==> src/hw/rtl/y2r_pkg.sv <==
// Shared types and constants for the YUYV to RGB converter.
// No dependencies; imported by the front, queue, back and top-level modules.
`timescale 1ns / 1ps
`default_nettype none

package y2r_pkg;

    // Comparison width for row lengths: covers a stride register of 15 bits
    // and the largest supported row of 65536 bytes.
    localparam int CMP_W = 17;

    // One macropixel, ready for conversion.
    typedef struct packed {
        logic [7:0] luma_first;
        logic [7:0] chroma_blue;
        logic [7:0] luma_second;
        logic [7:0] chroma_red;
        logic       row_end;
    } y2r_pair_t;

    // Status of the queue between front and back.
    typedef struct packed {
        logic full;
        logic empty;
    } y2r_fifo_stat_t;

endpackage

`default_nettype wire

==> src/hw/rtl/y2r_front.sv <==
// Front end: row byte counter, byte classification and YUYV hold registers.
// Depends on y2r_pkg; pushes one macropixel per V byte into the queue.
`timescale 1ns / 1ps
`default_nettype none

module y2r_front #(
    parameter int MAX_ROW_BYTES = 16384
) (
    input  wire logic                      clk,
    input  wire logic                      rst_n,
    input  wire logic [11:0]               macropixels_per_row,
    input  wire logic [14:0]               row_stride_bytes,
    input  wire logic                      in_valid,
    input  wire logic [7:0]                in_byte,
    output logic                           in_ready,
    input  wire y2r_pkg::y2r_fifo_stat_t   fifo_stat,
    output logic                           push,
    output y2r_pkg::y2r_pair_t             push_pair
);
    import y2r_pkg::*;

    localparam int CNT_W = $clog2(MAX_ROW_BYTES);
    localparam logic [CMP_W-1:0] MAX_LEN = CMP_W'(MAX_ROW_BYTES);

    logic [CNT_W-1:0] pos_reg, pos_next;
    logic [7:0]       y0_reg, y0_next;
    logic [7:0]       u_reg, u_next;
    logic [7:0]       y1_reg, y1_next;

    logic [CMP_W-1:0] active_raw, stride_a, stride_b, stride_c, stride_eff;
    logic [CMP_W-1:0] stride_quad, active_eff, pos_ext, pos_inc;
    logic             in_active, is_v, accept;

    always_comb
    begin
        active_raw = CMP_W'({macropixels_per_row, 2'b00});
        stride_a   = CMP_W'(row_stride_bytes);
        stride_b   = (stride_a < active_raw) ? active_raw : stride_a;
        stride_c   = (stride_b > MAX_LEN) ? MAX_LEN : stride_b;
        stride_eff = (stride_c == '0) ? CMP_W'(1) : stride_c;
        stride_quad = {stride_eff[CMP_W-1:2], 2'b00};
        active_eff = (active_raw > stride_quad) ? stride_quad : active_raw;

        pos_ext   = CMP_W'(pos_reg);
        pos_inc   = pos_ext + CMP_W'(1);
        in_active = pos_ext < active_eff;
        is_v      = in_active && (pos_reg[1:0] == 2'b11);
    end

    // Stall only a V byte that finds the queue full.
    assign in_ready = !(is_v && fifo_stat.full);
    assign accept   = in_valid && in_ready;
    assign push     = accept && is_v;

    always_comb
    begin
        push_pair.luma_first  = y0_reg;
        push_pair.chroma_blue = u_reg;
        push_pair.luma_second = y1_reg;
        push_pair.chroma_red  = in_byte;
        push_pair.row_end     = (pos_inc == active_eff);
    end

    always_comb
    begin
        pos_next = pos_reg;
        y0_next  = y0_reg;
        u_next   = u_reg;
        y1_next  = y1_reg;
        if (accept)
        begin
            if (in_active)
            begin
                unique case (pos_reg[1:0])
                    2'b00:   y0_next = in_byte;
                    2'b01:   u_next  = in_byte;
                    2'b10:   y1_next = in_byte;
                    default: ;
                endcase
            end
            // Restart the row at the stride, or when a new config shortened it.
            if (pos_inc >= stride_eff)
                pos_next = '0;
            else
                pos_next = CNT_W'(pos_inc);
        end
    end

    always_ff @(posedge clk or negedge rst_n)
    begin
        if (!rst_n)
        begin
            pos_reg <= '0;
            y0_reg  <= '0;
            u_reg   <= '0;
            y1_reg  <= '0;
        end
        else
        begin
            pos_reg <= pos_next;
            y0_reg  <= y0_next;
            u_reg   <= u_next;
            y1_reg  <= y1_next;
        end
    end

endmodule

`default_nettype wire

==> src/hw/rtl/y2r_fifo.sv <==
// Two-entry queue of macropixels between the front and back ends.
// Depends on y2r_pkg for the entry and status types.
`timescale 1ns / 1ps
`default_nettype none

module y2r_fifo (
    input  wire logic                     clk,
    input  wire logic                     rst_n,
    input  wire logic                     push,
    input  wire y2r_pkg::y2r_pair_t       push_pair,
    input  wire logic                     pop,
    output y2r_pkg::y2r_pair_t            pop_pair,
    output y2r_pkg::y2r_fifo_stat_t       stat
);
    import y2r_pkg::*;

    y2r_pair_t  entry_reg [2];
    logic       wr_ptr_reg, wr_ptr_next;
    logic       rd_ptr_reg, rd_ptr_next;
    logic [1:0] count_reg, count_next;

    assign stat.full  = (count_reg == 2'd2);
    assign stat.empty = (count_reg == 2'd0);
    assign pop_pair   = entry_reg[rd_ptr_reg];

    always_comb
    begin
        wr_ptr_next = push ? !wr_ptr_reg : wr_ptr_reg;
        rd_ptr_next = pop ? !rd_ptr_reg : rd_ptr_reg;
        count_next  = count_reg + 2'(push) - 2'(pop);
    end

    always_ff @(posedge clk or negedge rst_n)
    begin
        if (!rst_n)
        begin
            wr_ptr_reg <= 1'b0;
            rd_ptr_reg <= 1'b0;
            count_reg  <= 2'd0;
        end
        else
        begin
            wr_ptr_reg <= wr_ptr_next;
            rd_ptr_reg <= rd_ptr_next;
            count_reg  <= count_next;
        end
    end

    always_ff @(posedge clk)
    begin
        if (push)
            entry_reg[wr_ptr_reg] <= push_pair;
    end

endmodule

`default_nettype wire

==> src/hw/rtl/y2r_back.sv <==
// Back end: chroma products, then per-pixel floor shift, add or subtract, and clamp.
// Depends on y2r_pkg; pops macropixels from y2r_fifo, emits two pixels each.
`timescale 1ns / 1ps
`default_nettype none

module y2r_back (
    input  wire logic                     clk,
    input  wire logic                     rst_n,
    input  wire y2r_pkg::y2r_fifo_stat_t  fifo_stat,
    input  wire y2r_pkg::y2r_pair_t       pop_pair,
    output logic                          pop,
    output logic                          out_valid,
    input  wire logic                     out_ready,
    output logic [7:0]                    out_red,
    output logic [7:0]                    out_green,
    output logic [7:0]                    out_blue,
    output logic                          out_second,
    output logic                          out_row_end
);
    import y2r_pkg::*;

    localparam int PROD_W = 26;
    localparam logic signed [PROD_W-1:0] COEF_RV = 26'sd37221;
    localparam logic signed [PROD_W-1:0] COEF_GU = 26'sd12975;
    localparam logic signed [PROD_W-1:0] COEF_GV = 26'sd18949;
    localparam logic signed [PROD_W-1:0] COEF_BU = 26'sd66883;

    function automatic logic [7:0] channel(input logic [7:0] y,
                                           input logic signed [PROD_W-1:0] p,
                                           input logic sub);
        logic signed [PROD_W-1:0] q;
        logic signed [11:0]       t;
        q = p >>> 15;
        if (sub)
            t = $signed({4'b0000, y}) - $signed(q[11:0]);
        else
            t = $signed({4'b0000, y}) + $signed(q[11:0]);
        if (t < 12'sd0)
            return 8'd0;
        else if (t > 12'sd255)
            return 8'd255;
        else
            return t[7:0];
    endfunction

    // Stage 1: products of one macropixel
    logic                     s1_valid_reg, s1_valid_next;
    logic                     s1_sel_reg, s1_sel_next;
    logic [7:0]               s1_y0_reg, s1_y1_reg;
    logic                     s1_end_reg;
    logic signed [PROD_W-1:0] s1_pr_reg, s1_pg_reg, s1_pb_reg;

    // Output register
    logic       out_valid_reg, out_valid_next;
    logic [7:0] out_r_reg, out_g_reg, out_b_reg;
    logic       out_second_reg, out_end_reg;

    logic signed [PROD_W-1:0] d_ext, e_ext;
    logic                     out_load, s1_done;
    logic [7:0]               sel_y;

    assign d_ext = PROD_W'($signed({~pop_pair.chroma_blue[7], pop_pair.chroma_blue[6:0]}));
    assign e_ext = PROD_W'($signed({~pop_pair.chroma_red[7], pop_pair.chroma_red[6:0]}));

    assign out_load = s1_valid_reg && (!out_valid_reg || out_ready);
    assign s1_done  = out_load && s1_sel_reg;
    assign pop      = !fifo_stat.empty && (!s1_valid_reg || s1_done);
    assign sel_y    = s1_sel_reg ? s1_y1_reg : s1_y0_reg;

    always_comb
    begin
        s1_valid_next = s1_valid_reg;
        s1_sel_next   = s1_sel_reg;
        if (pop)
        begin
            s1_valid_next = 1'b1;
            s1_sel_next   = 1'b0;
        end
        else if (s1_done)
            s1_valid_next = 1'b0;
        else if (out_load)
            s1_sel_next = 1'b1;

        if (out_load)
            out_valid_next = 1'b1;
        else if (out_ready)
            out_valid_next = 1'b0;
        else
            out_valid_next = out_valid_reg;
    end

    always_ff @(posedge clk or negedge rst_n)
    begin
        if (!rst_n)
        begin
            s1_valid_reg  <= 1'b0;
            s1_sel_reg    <= 1'b0;
            out_valid_reg <= 1'b0;
        end
        else
        begin
            s1_valid_reg  <= s1_valid_next;
            s1_sel_reg    <= s1_sel_next;
            out_valid_reg <= out_valid_next;
        end
    end

    always_ff @(posedge clk)
    begin
        if (pop)
        begin
            s1_y0_reg  <= pop_pair.luma_first;
            s1_y1_reg  <= pop_pair.luma_second;
            s1_end_reg <= pop_pair.row_end;
            s1_pr_reg  <= e_ext * COEF_RV;
            s1_pg_reg  <= d_ext * COEF_GU + e_ext * COEF_GV;
            s1_pb_reg  <= d_ext * COEF_BU;
        end
        if (out_load)
        begin
            out_r_reg      <= channel(sel_y, s1_pr_reg, 1'b0);
            out_g_reg      <= channel(sel_y, s1_pg_reg, 1'b1);
            out_b_reg      <= channel(sel_y, s1_pb_reg, 1'b0);
            out_second_reg <= s1_sel_reg;
            out_end_reg    <= s1_sel_reg && s1_end_reg;
        end
    end

    assign out_valid   = out_valid_reg;
    assign out_red     = out_r_reg;
    assign out_green   = out_g_reg;
    assign out_blue    = out_b_reg;
    assign out_second  = out_second_reg;
    assign out_row_end = out_end_reg;

endmodule

`default_nettype wire

==> src/hw/rtl/yuyv_to_rgb_converter_core.sv <==
// Top level of the YUYV 4:2:2 to RGB888 stream converter.
// Depends on y2r_pkg, y2r_front, y2r_fifo and y2r_back.
`timescale 1ns / 1ps
`default_nettype none

// Channel   | Dir | Word                     | Notes
// ----------+-----+--------------------------+-----------------------------------
// s_axis    | in  | tdata[7:0] data_byte     | one raster byte per word
// m_axis    | out | tdata red/green/blue     | tlast = second_of_pair
//           |     |                          | tuser[0] = row_end
// apb       | in  | reg 0 at 0x0, reg 1 at 0x4 | macropixels, row stride
//
// Rate: one byte word per cycle is accepted while s_axis_tready is high; each
// V byte yields two pixel words via the queue, stage-1 and output registers.
// Unstalled, the back end sustains one pixel per cycle, keeping up with a pair per
// four bytes. Reset: asynchronous, clears counters and queue; no clearing
// pass. Stalls: s_axis_tready drops only for a V byte while the two-entry
// queue is full, so output backpressure reaches the input after a few words.

module yuyv_to_rgb_converter_core #(
    parameter int MAX_ROW_BYTES = 16384
) (
    input  wire logic        clk,
    input  wire logic        rst_n,
    // Input stream
    input  wire logic        s_axis_tvalid,
    output logic             s_axis_tready,
    input  wire logic [7:0]  s_axis_tdata,   // [7:0] data_byte
    // Output stream
    output logic             m_axis_tvalid,
    input  wire logic        m_axis_tready,
    output logic [23:0]      m_axis_tdata,   // [7:0] red, [15:8] green, [23:16] blue
    output logic             m_axis_tlast,   // second_of_pair
    output logic [0:0]       m_axis_tuser,   // [0] row_end
    // Configuration
    input  wire logic        psel,
    input  wire logic        penable,
    input  wire logic        pwrite,
    input  wire logic [2:0]  paddr,
    input  wire logic [31:0] pwdata,
    output logic [31:0]      prdata,
    output logic             pready
);
    import y2r_pkg::*;

    localparam int REG_MPR    = 0;
    localparam int REG_STRIDE = 1;

    // Configuration registers
    logic [11:0] mpr_reg, mpr_next;
    logic [14:0] stride_reg, stride_next;
    logic        cfg_write;

    // Front/back links
    y2r_fifo_stat_t fifo_stat;
    y2r_pair_t      push_pair, pop_pair;
    logic           push, pop;

    logic [7:0] px_red, px_green, px_blue;
    logic       px_second, px_row_end;

    assign pready    = 1'b1;
    assign cfg_write = psel && penable && pwrite;

    // Decode on the word address; low byte-offset bits are ignored.
    always_comb
    begin
        mpr_next    = mpr_reg;
        stride_next = stride_reg;
        if (cfg_write)
        begin
            unique case (32'(paddr[2]))
                REG_MPR:    mpr_next    = pwdata[11:0];
                REG_STRIDE: stride_next = pwdata[14:0];
                default:    ;
            endcase
        end
    end

    always_comb
    begin
        unique case (32'(paddr[2]))
            REG_MPR:    prdata = 32'(mpr_reg);
            REG_STRIDE: prdata = 32'(stride_reg);
            default:    prdata = '0;
        endcase
    end

    always_ff @(posedge clk or negedge rst_n)
    begin
        if (!rst_n)
        begin
            mpr_reg    <= 12'd320;
            stride_reg <= 15'd1280;
        end
        else
        begin
            mpr_reg    <= mpr_next;
            stride_reg <= stride_next;
        end
    end

    // Classify bytes and hold Y0, U, Y1 until the V byte.
    y2r_front #(
        .MAX_ROW_BYTES (MAX_ROW_BYTES)
    ) u_front (
        .clk                 (clk),
        .rst_n               (rst_n),
        .macropixels_per_row (mpr_reg),
        .row_stride_bytes    (stride_reg),
        .in_valid            (s_axis_tvalid),
        .in_byte             (s_axis_tdata),
        .in_ready            (s_axis_tready),
        .fifo_stat           (fifo_stat),
        .push                (push),
        .push_pair           (push_pair)
    );

    // Decouple the byte side from the pixel side.
    y2r_fifo u_fifo (
        .clk       (clk),
        .rst_n     (rst_n),
        .push      (push),
        .push_pair (push_pair),
        .pop       (pop),
        .pop_pair  (pop_pair),
        .stat      (fifo_stat)
    );

    // Convert each macropixel into two pixel words.
    y2r_back u_back (
        .clk         (clk),
        .rst_n       (rst_n),
        .fifo_stat   (fifo_stat),
        .pop_pair    (pop_pair),
        .pop         (pop),
        .out_valid   (m_axis_tvalid),
        .out_ready   (m_axis_tready),
        .out_red     (px_red),
        .out_green   (px_green),
        .out_blue    (px_blue),
        .out_second  (px_second),
        .out_row_end (px_row_end)
    );

    assign m_axis_tdata = {px_blue, px_green, px_red};
    assign m_axis_tlast = px_second;
    assign m_axis_tuser = px_row_end;

    // Never push into a full queue.
    a_no_overflow: assert property (@(posedge clk) disable iff (!rst_n)
        push |-> !fifo_stat.full)
        else $error("queue push while full");

    // The input stalls only on a full queue.
    a_stall_cause: assert property (@(posedge clk) disable iff (!rst_n)
        !s_axis_tready |-> fifo_stat.full)
        else $error("input stalled without full queue");

    // The second pixel of a pair follows the first right away.
    a_pair_follows: assert property (@(posedge clk) disable iff (!rst_n)
        (m_axis_tvalid && m_axis_tready && !m_axis_tlast) |=>
            (m_axis_tvalid && m_axis_tlast))
        else $error("second pixel did not follow the first");

    // Row end marks only the second pixel of a pair.
    a_row_end_second: assert property (@(posedge clk) disable iff (!rst_n)
        (m_axis_tvalid && m_axis_tuser[0]) |-> m_axis_tlast)
        else $error("row end on first pixel of a pair");

endmodule

`default_nettype wire
==> config.mk <==
export PLATFORM = sky130hd
export DESIGN_NAME = yuyv_to_rgb_converter_core
export DESIGN_NICKNAME = d
export VERILOG_FILES = /design/src/hw/rtl/y2r_pkg.sv /design/src/hw/rtl/y2r_front.sv /design/src/hw/rtl/y2r_fifo.sv /design/src/hw/rtl/y2r_back.sv /design/src/hw/rtl/yuyv_to_rgb_converter_core.sv
export SDC_FILE = /design/constraint.sdc
export NUM_CORES = 1
export LEC_CHECK = 0
export ABC_AREA = 1
export BUFFER_PORTS_ARGS = -buffer_cell sky130_fd_sc_hd__buf_2
export CAP_MARGIN = 15
export CORE_UTILIZATION = 50
export CTS_BUF_LIST = sky130_fd_sc_hd__clkbuf_8
export CTS_CLUSTER_DIAMETER = 60
export CTS_CLUSTER_SIZE = 12
export DETAILED_ROUTE_END_ITERATION = 7
export HOLD_SLACK_MARGIN = 0.02
export PLACE_DENSITY_LB_ADDON = 0.15
export SETUP_SLACK_MARGIN = 0.5
export SLEW_MARGIN = 20
export SYNTH_ARGS = -nofsm -noshare
export SYNTH_HDL_FRONTEND = slang
export SYNTH_SLANG_ARGS = --single-unit
==> constraint.sdc <==
create_clock -name clk -period 9.97 [get_ports clk]
set_input_delay 0.997 -clock clk [delete_from_list [all_inputs] [get_ports clk]]
set_output_delay 0.997 -clock clk [all_outputs]
set_load 0.005 [all_outputs]
Yosys cells after proc, flatten, opt, wreduce, memory -nomap -nowiden
Memories as Yosys holds them, arrays and structs flattened.
Index checks and enable logic that the tools add are counted.
{ "word_totals": {"mem_count": 1, "romBits": 0, "register_bits": 192, "ram_bits": 66, "latch_bits": 0, "output_inout_bits": 61} }
{ "mem_list": {"columns": ["name", "words", "word_bits", "rd", "rd_clocked_by_memory_dff", "wr", "line", "rtl"], "rows": [
  ["u_fifo.entry_reg", 2, 33, 1, 0, 1, "y2r_fifo.sv:17", "y2r_pair_t entry_reg [2];"]
]} }
{ "op_classes": {"multipliers": 4, "n_shift": 0, "div_mod_pow": 0, "muxes": 22, "n_eq_ne": 6, "n_reduce_logical": 30, "n_lt_le_gt_ge": 11, "n_bitwise": 3, "add_sub_neg": 7} }
{ "op_table": {"columns": ["operator", "count"], "rows": [
  ["32-bit case mux with 2 select lines", 1],
  ["17-bit two-way mux", 3],
  ["12-bit by 9-bit greater-than comparator with 1-bit output (second input constant)", 3],
  ["12-bit by 1-bit < comparator with 1-bit output (second input constant)", 3],
  ["12-bit two-way mux", 3],
  ["8-bit two-way mux", 4],
  ["26-bit adder", 1],
  ["8-bit by 18-bit multiplier with 26-bit output (second input constant)", 1],
  ["8-bit by 17-bit multiplier with 25-bit output (second input constant)", 1],
  ["8-bit by 16-bit multiplier with 24-bit output (second input constant)", 1],
  ["8-bit by 15-bit multiplier with 23-bit output (second input constant)", 1],
  ["17-bit == test", 1],
  ["17-bit greater-or-equal comparator", 1],
  ["14-bit by 17-bit greater-than comparator with 1-bit output", 1],
  ["17-bit by 15-bit greater-than comparator with 1-bit output (second input constant)", 1],
  ["17-bit logical NOT", 1],
  ["14-bit by 17-bit < comparator with 1-bit output", 1],
  ["14-bit by 1-bit adder with 15-bit output (second input constant)", 1],
  ["15-bit by 14-bit < comparator with 1-bit output", 1],
  ["15-bit two-way mux", 1],
  ["14-bit two-way mux", 1],
  ["9-bit by 11-bit adder with 12-bit output", 1],
  ["9-bit by 11-bit subtractor with 12-bit output", 1],
  ["9-bit by 10-bit adder with 11-bit output", 1],
  ["other kinds (14)", 48]
]} }

Logic depth before layout (Yosys ltp)
{ "logic_depth": {"word_depth": 16, "mapped_depth": 45} }

By module
A second synthesis with hierarchy kept.
{ "hier_totals": {"hier_cells": 2642, "area_unflattened_um2": 20913.8} }
{ "modules_own_cells": {"columns": ["mod", "area_per_inst_um2", "cells_per_inst", "n_inst"], "rows": [
  ["y2r_back", 12833.6, 1661, 1],
  ["y2r_front", 4021.4, 599, 1],
  ["y2r_fifo", 2660.1, 197, 1],
  ["yuyv_to_rgb_converter_core", 1398.8, 185, 1]
]} }

Least setup slack after synthesis
OpenSTA, ideal clock, no wires.
{ "synth_timing": {"path_type": "reg-to-reg", "start": "register mpr_reg[8]", "end": "memory u_fifo.entry_reg[1][0] (netlist bit), enable pin", "arrival_time_ns": 6.599, "n_path_buf": 3, "setup_ns": 0.423, "path_stages_with_launch": 38, "required_ns": 9.547, "path_slack_ns": 2.948, "path_cell_list": "dfstp_2 -> inv_1 -> ha_1 -> nand2_1 -> nand3b_2 -> nor2_4 -> nand2_4 -> nand2_4 -> buf_6 -> nand2_1 -> o21ai_2 -> nand3_1 -> nor2_1 -> nand2_1 -> nand2_2 -> buf_2 -> nand2_1 -> ha_1 -> [2 not listed] -> nand4_1 -> o211ai_1 -> nand3b_1 -> a21oi_2 -> inv_1 -> clkbuf_1 -> o21ai_0 -> inv_1 -> ha_1 -> a21oi_1 -> nor2_1 -> a211oi_1 -> nand2_1 -> nand2_2 -> nand2_4 -> nor2_2 -> nand3_1 -> nor2_1"} }
{ "synth_between": {"elab_chain_cells": 16} }
{ "synth_rtl": {"columns": ["element", "line", "rtl"], "rows": [
  ["start: declaration", "yuyv_to_rgb_converter_core.sv:50", "logic [11:0] mpr_reg, mpr_next;"],
  ["start signal: assignment", "yuyv_to_rgb_converter_core.sv:98", "mpr_reg <= mpr_next;"],
  ["15-bit by 14-bit < comparator with 1-bit output", "y2r_front.sv:38", "stride_b = (stride_a < active_raw) ? active_raw : stride_a;"],
  ["15-bit two-way mux", "y2r_front.sv:38", null],
  ["17-bit by 15-bit greater-than comparator with 1-bit output", "y2r_front.sv:39", "stride_c = (stride_b > MAX_LEN) ? MAX_LEN : stride_b;"],
  ["17-bit two-way mux", "y2r_front.sv:39", null],
  ["17-bit logical NOT", "y2r_front.sv:40", "stride_eff = (stride_c == '0) ? CMP_W'(1) : stride_c;"],
  ["17-bit two-way mux", "y2r_front.sv:40", null],
  ["14-bit by 17-bit greater-than comparator with 1-bit output", "y2r_front.sv:42", "active_eff = (active_raw > stride_quad) ? stride_quad : active_raw;"],
  ["17-bit two-way mux *", "y2r_front.sv:42", null],
  ["14-bit by 17-bit < comparator with 1-bit output *", "y2r_front.sv:46", "in_active = pos_ext < active_eff;"],
  ["1-bit logical AND *", "y2r_front.sv:47", "is_v = in_active && (pos_reg[1:0] == 2'b11);"],
  ["1-bit logical AND", "y2r_front.sv:51", "assign in_ready = !(is_v && fifo_stat.full);"],
  ["1-bit logical NOT", "y2r_front.sv:51", null],
  ["1-bit logical AND", "y2r_front.sv:52", "assign accept = in_valid && in_ready;"],
  ["1-bit logical AND *", "y2r_front.sv:53", "assign push = accept && is_v;"],
  ["1-bit two-way mux *", "y2r_fifo.sv:51", "if (push)"],
  ["1-bit two-way mux (not written as such) *", "y2r_fifo.sv:52", "entry_reg[wr_ptr_reg] <= push_pair;"],
  ["end: declaration", "y2r_fifo.sv:17", null]
]} }
Every way passes the cells marked *; elsewhere a longest branch is shown, timed or not.

Worst setup path after layout
{ "layout_timing": {"start": "register mpr_reg[8]", "end": "output s_axis_tready"} }
{ "layout_between": {"elab_chain_cells": 12} }
{ "layout_rtl": {"columns": ["element", "line", "rtl"], "rows": [
  ["15-bit by 14-bit < comparator with 1-bit output", "y2r_front.sv:38", null],
  ["15-bit two-way mux", "y2r_front.sv:38", null],
  ["17-bit by 15-bit greater-than comparator with 1-bit output", "y2r_front.sv:39", null],
  ["17-bit two-way mux", "y2r_front.sv:39", null],
  ["17-bit logical NOT", "y2r_front.sv:40", null],
  ["17-bit two-way mux", "y2r_front.sv:40", null],
  ["14-bit by 17-bit greater-than comparator with 1-bit output", "y2r_front.sv:42", null],
  ["17-bit two-way mux *", "y2r_front.sv:42", null],
  ["14-bit by 17-bit < comparator with 1-bit output *", "y2r_front.sv:46", null],
  ["1-bit logical AND *", "y2r_front.sv:47", null],
  ["1-bit logical AND *", "y2r_front.sv:51", null],
  ["1-bit logical NOT *", "y2r_front.sv:51", null],
  ["end: declaration", "yuyv_to_rgb_converter_core.sv:27", "output logic s_axis_tready,"]
]} }
Marks and branches as above.

==> impl_metrics.env <==
export IMPL_status="finished with violations"
export IMPL_violations="DRC"
export IMPL_grt_first_pass_wirelength_mm=62.98
export IMPL_grt_start_max_net_pins=73
export IMPL_crit_required_ns=8.97
export IMPL_yosysWarnings=0
export IMPL_arrival_ns=7.18
export IMPL_clock_latency_ns=0.59
export IMPL_synth_xor_area_share_pct=4.336
export IMPL_clkSinkCount=213
export IMPL_skew_ns=0.02316
export IMPL_highest_layer="met5"
export IMPL_hpwl_mm=30.12
export IMPL_cp_end_kind="output pin"
export IMPL_final_cell_mix="410 x nand2_1, 357 x inv_1, 317 x ha_1"
export IMPL_drc=4
export IMPL_vias_per_cell=5.127
export IMPL_wl_met1_mm=15.82
export IMPL_synth_top_family_by_area="adder cells"
export IMPL_worst_setup_path_type="flip-flop to output pin"
export IMPL_fp_row_count=69
export IMPL_cp_max_fo=29
export IMPL_num_fill_cells=3282
export IMPL_wl_met2_mm=19.92
export IMPL_postCtsSetupRepairBufs=0
export IMPL_tns_ns=0
export IMPL_cp_common_cell="nand2_1"
export IMPL_drv_slew=0
export IMPL_cts_resized=0
export IMPL_syn_avg_cell_area_um2=9.054
export IMPL_core_mm2=0.03566
export IMPL_largest_reg_flops=66
export IMPL_track_usage_pct=21.28
export IMPL_drtAntennaViolNets=0
export IMPL_netlist_instances=2008
export IMPL_cts_htree_levels=1
export IMPL_multi_input_area_mm2=0.01063
export IMPL_vias=13160
export IMPL_routabilityCongestion=0.9026
export IMPL_synthesis_area_mm2=0.01818
export IMPL_drt_first_pass_iters=7
export IMPL_hold_class="flip-flop to flip-flop"
export IMPL_die_x_um=192.7
export IMPL_worst_pin_slew_ns=1.037
export IMPL_synth_seq_area_share_pct=33.23
export IMPL_drive_gt1_share_pct=7.743
export IMPL_wl_mm=37.84
export IMPL_grt_overflow_total=0
export IMPL_rsz0062_at_grt="false"
export IMPL_grt_pass1_vias=13100
export IMPL_fin_crit_sh_pct=81.97
export IMPL_cts_buffer_depth=3
export IMPL_antenna_found_initial=4
export IMPL_max_stage_delay_ns=0.63
export IMPL_synthToLayoutAreaGrowth_pct=7.178
export IMPL_pin_count=111
export IMPL_crit_path_top_delay_cell="dfstp_2"
export IMPL_synth_simple_area_share_pct=15.42
export IMPL_final_seq_area_mm2=0.006041
export IMPL_cts_inserted_buffers=25
export IMPL_die_h_um=192.7
export IMPL_mostFrequentLayoutCell="nand2_1"
export IMPL_relSlewSlack_pct=30.87
export IMPL_dr_wl_met3_mm=1.205
export IMPL_cts_root_buf="clkbuf_8"
export IMPL_fin_nets=2522
export IMPL_synth_compound_area_share_pct=8.926
export IMPL_hold_buffers=0
export IMPL_setup_viol=0
export IMPL_worstSetupStartpointType="flip-flop"
export IMPL_die_area_mm2=0.03713
export IMPL_synthAdderAreaFrac_pct=29.30
export IMPL_drt_iter0_drc=409
export IMPL_synth_cell_types=55
export IMPL_hold_viol=0
export IMPL_start_util_pct=50.99
export IMPL_port_buffers=73
export IMPL_period_minus_slack_ns=8.173
export IMPL_path_clk_slew_ns=0.08
export IMPL_synthMuxAreaShare_pct=0
export IMPL_max_cap_violations=0
export IMPL_cts_tree="done"
export IMPL_wl_per_cell_um=14.74
export IMPL_fmaxAchievable_mhz=122.4
export IMPL_synth_seq_cells=213
## metal layers
layer	vias to the layer above	global-route usage (%)
met4	4	5.179
met5	-	0
li1	6780	-
met3	55	2.764
met2	196	41.70
met1	6125	23.90
## worst max-delay path, delay by kind of cell (launching register included)
family	cells	cell delay [ns]
adder cells (fa/ha/maj)	3	0.92
flip-flops	1	0.63
buffers and inverters	4	0.79
AND/OR/NAND/NOR	15	2.39
AO/OA/AOI/OAI	8	1.84
## path summary, 6_finish.rpt
kind | start | to | slack [ns] | depth (start not counted)
hold reg to reg | u_front.u_reg[1] | u_fifo.entry_reg[1][18] | 0.47 | 0
setup reg to reg | u_fifo.rd_ptr_reg | u_back.s1_pg_reg[23] | 2.63 | 36
hold / removal | u_front.u_reg[1] | u_fifo.entry_reg[1][18] | 0.47 | 0
max in group asynchronous | rst_n | u_front.y0_reg[2] | 8.81 | 1
setup / recovery | mpr_reg[8] | s_axis_tready | 1.80 | 30
min in group asynchronous | rst_n | u_front.pos_reg[3] | 0.55 | 1
## synth_stat cells (all sizes together)
cell type	n	area, um^2
xnor2	26	227.7
nand3b	2	18.77
o41ai	2	17.52
o211ai	2	15.01
clkinv	1	3.750
dfstp	4	105.1
and2	2	12.51
xor2	64	560.5
a21o	13	97.59
o221ai	2	17.52
o221a	1	11.26
o21a	5	37.54
o21bai	14	105.1
a31oi	6	37.54
fa	68	1361
o31ai	4	30.03
a211oi	7	52.55
nor4	2	12.51
a21oi	115	579.3
a21boi	4	30.03
ha	317	3966
nand2	417	1603
nand3	52	302.8
edfxtp	141	4234
or2	13	81.33
clkbuf	21	78.83
a22oi	1	7.510
and3	2	12.51
o22ai	4	25.02
nand4	39	259.0
nor2	94	440.4
nor3b	2	15.01
buf	26	202.7
conb	2	7.510
dfrtp	68	1702
a31o	1	8.760
inv	348	1306
o2111ai	3	26.28
nor3	9	45.04
o21ai	104	524.3
## cell families after synthesis
| logic type | Yosys count |
|---|---|
| fa+ha+maj | 385 |
| xor+xnor | 90 |
| simple gates | 634 |
| flops | 213 |
| other cells | 2 |
| compound gates | 288 |
| buf+inv | 396 |
## metrics by stage
| step | cell area (um^2) | hold WS (ns) | worst slack (ns) | utilization (%) | instances |
|---|---|---|---|---|---|
| 6_report | 19490 | 0.4708 | 1.797 | 54.65 | 2567 |
| 5_1_grt | 19490 | 0.4683 | 1.244 | 54.65 | 2567 |
| 4_1_cts | 19480 | 0.4633 | 1.832 | 54.64 | 2566 |
| 3_5_place_dp | 19000 | 0.4528 | 2.495 | 53.29 | 2521 |
| 3_3_place_gp | 19000 | 0.4479 | 2.559 | 53.29 | 2521 |
| 2_1_floorplan | 18240 | 0.4326 | 2.948 | - | 2024 |
## cell type report
cell class	instances	share of cell area, %
multi-input combinational	1415	54.55
sequential	213	31.00
inverter	349	6.723
tap	461	2.960
timing repair buffer	83	2.273
clock buffer	25	1.766
clock inverter	20	0.7127
antenna	1	0.01284
Power is left out: the tool's default activity adds up to more than one toggle a clock period on the data nets, which glitch-free logic cannot reach.
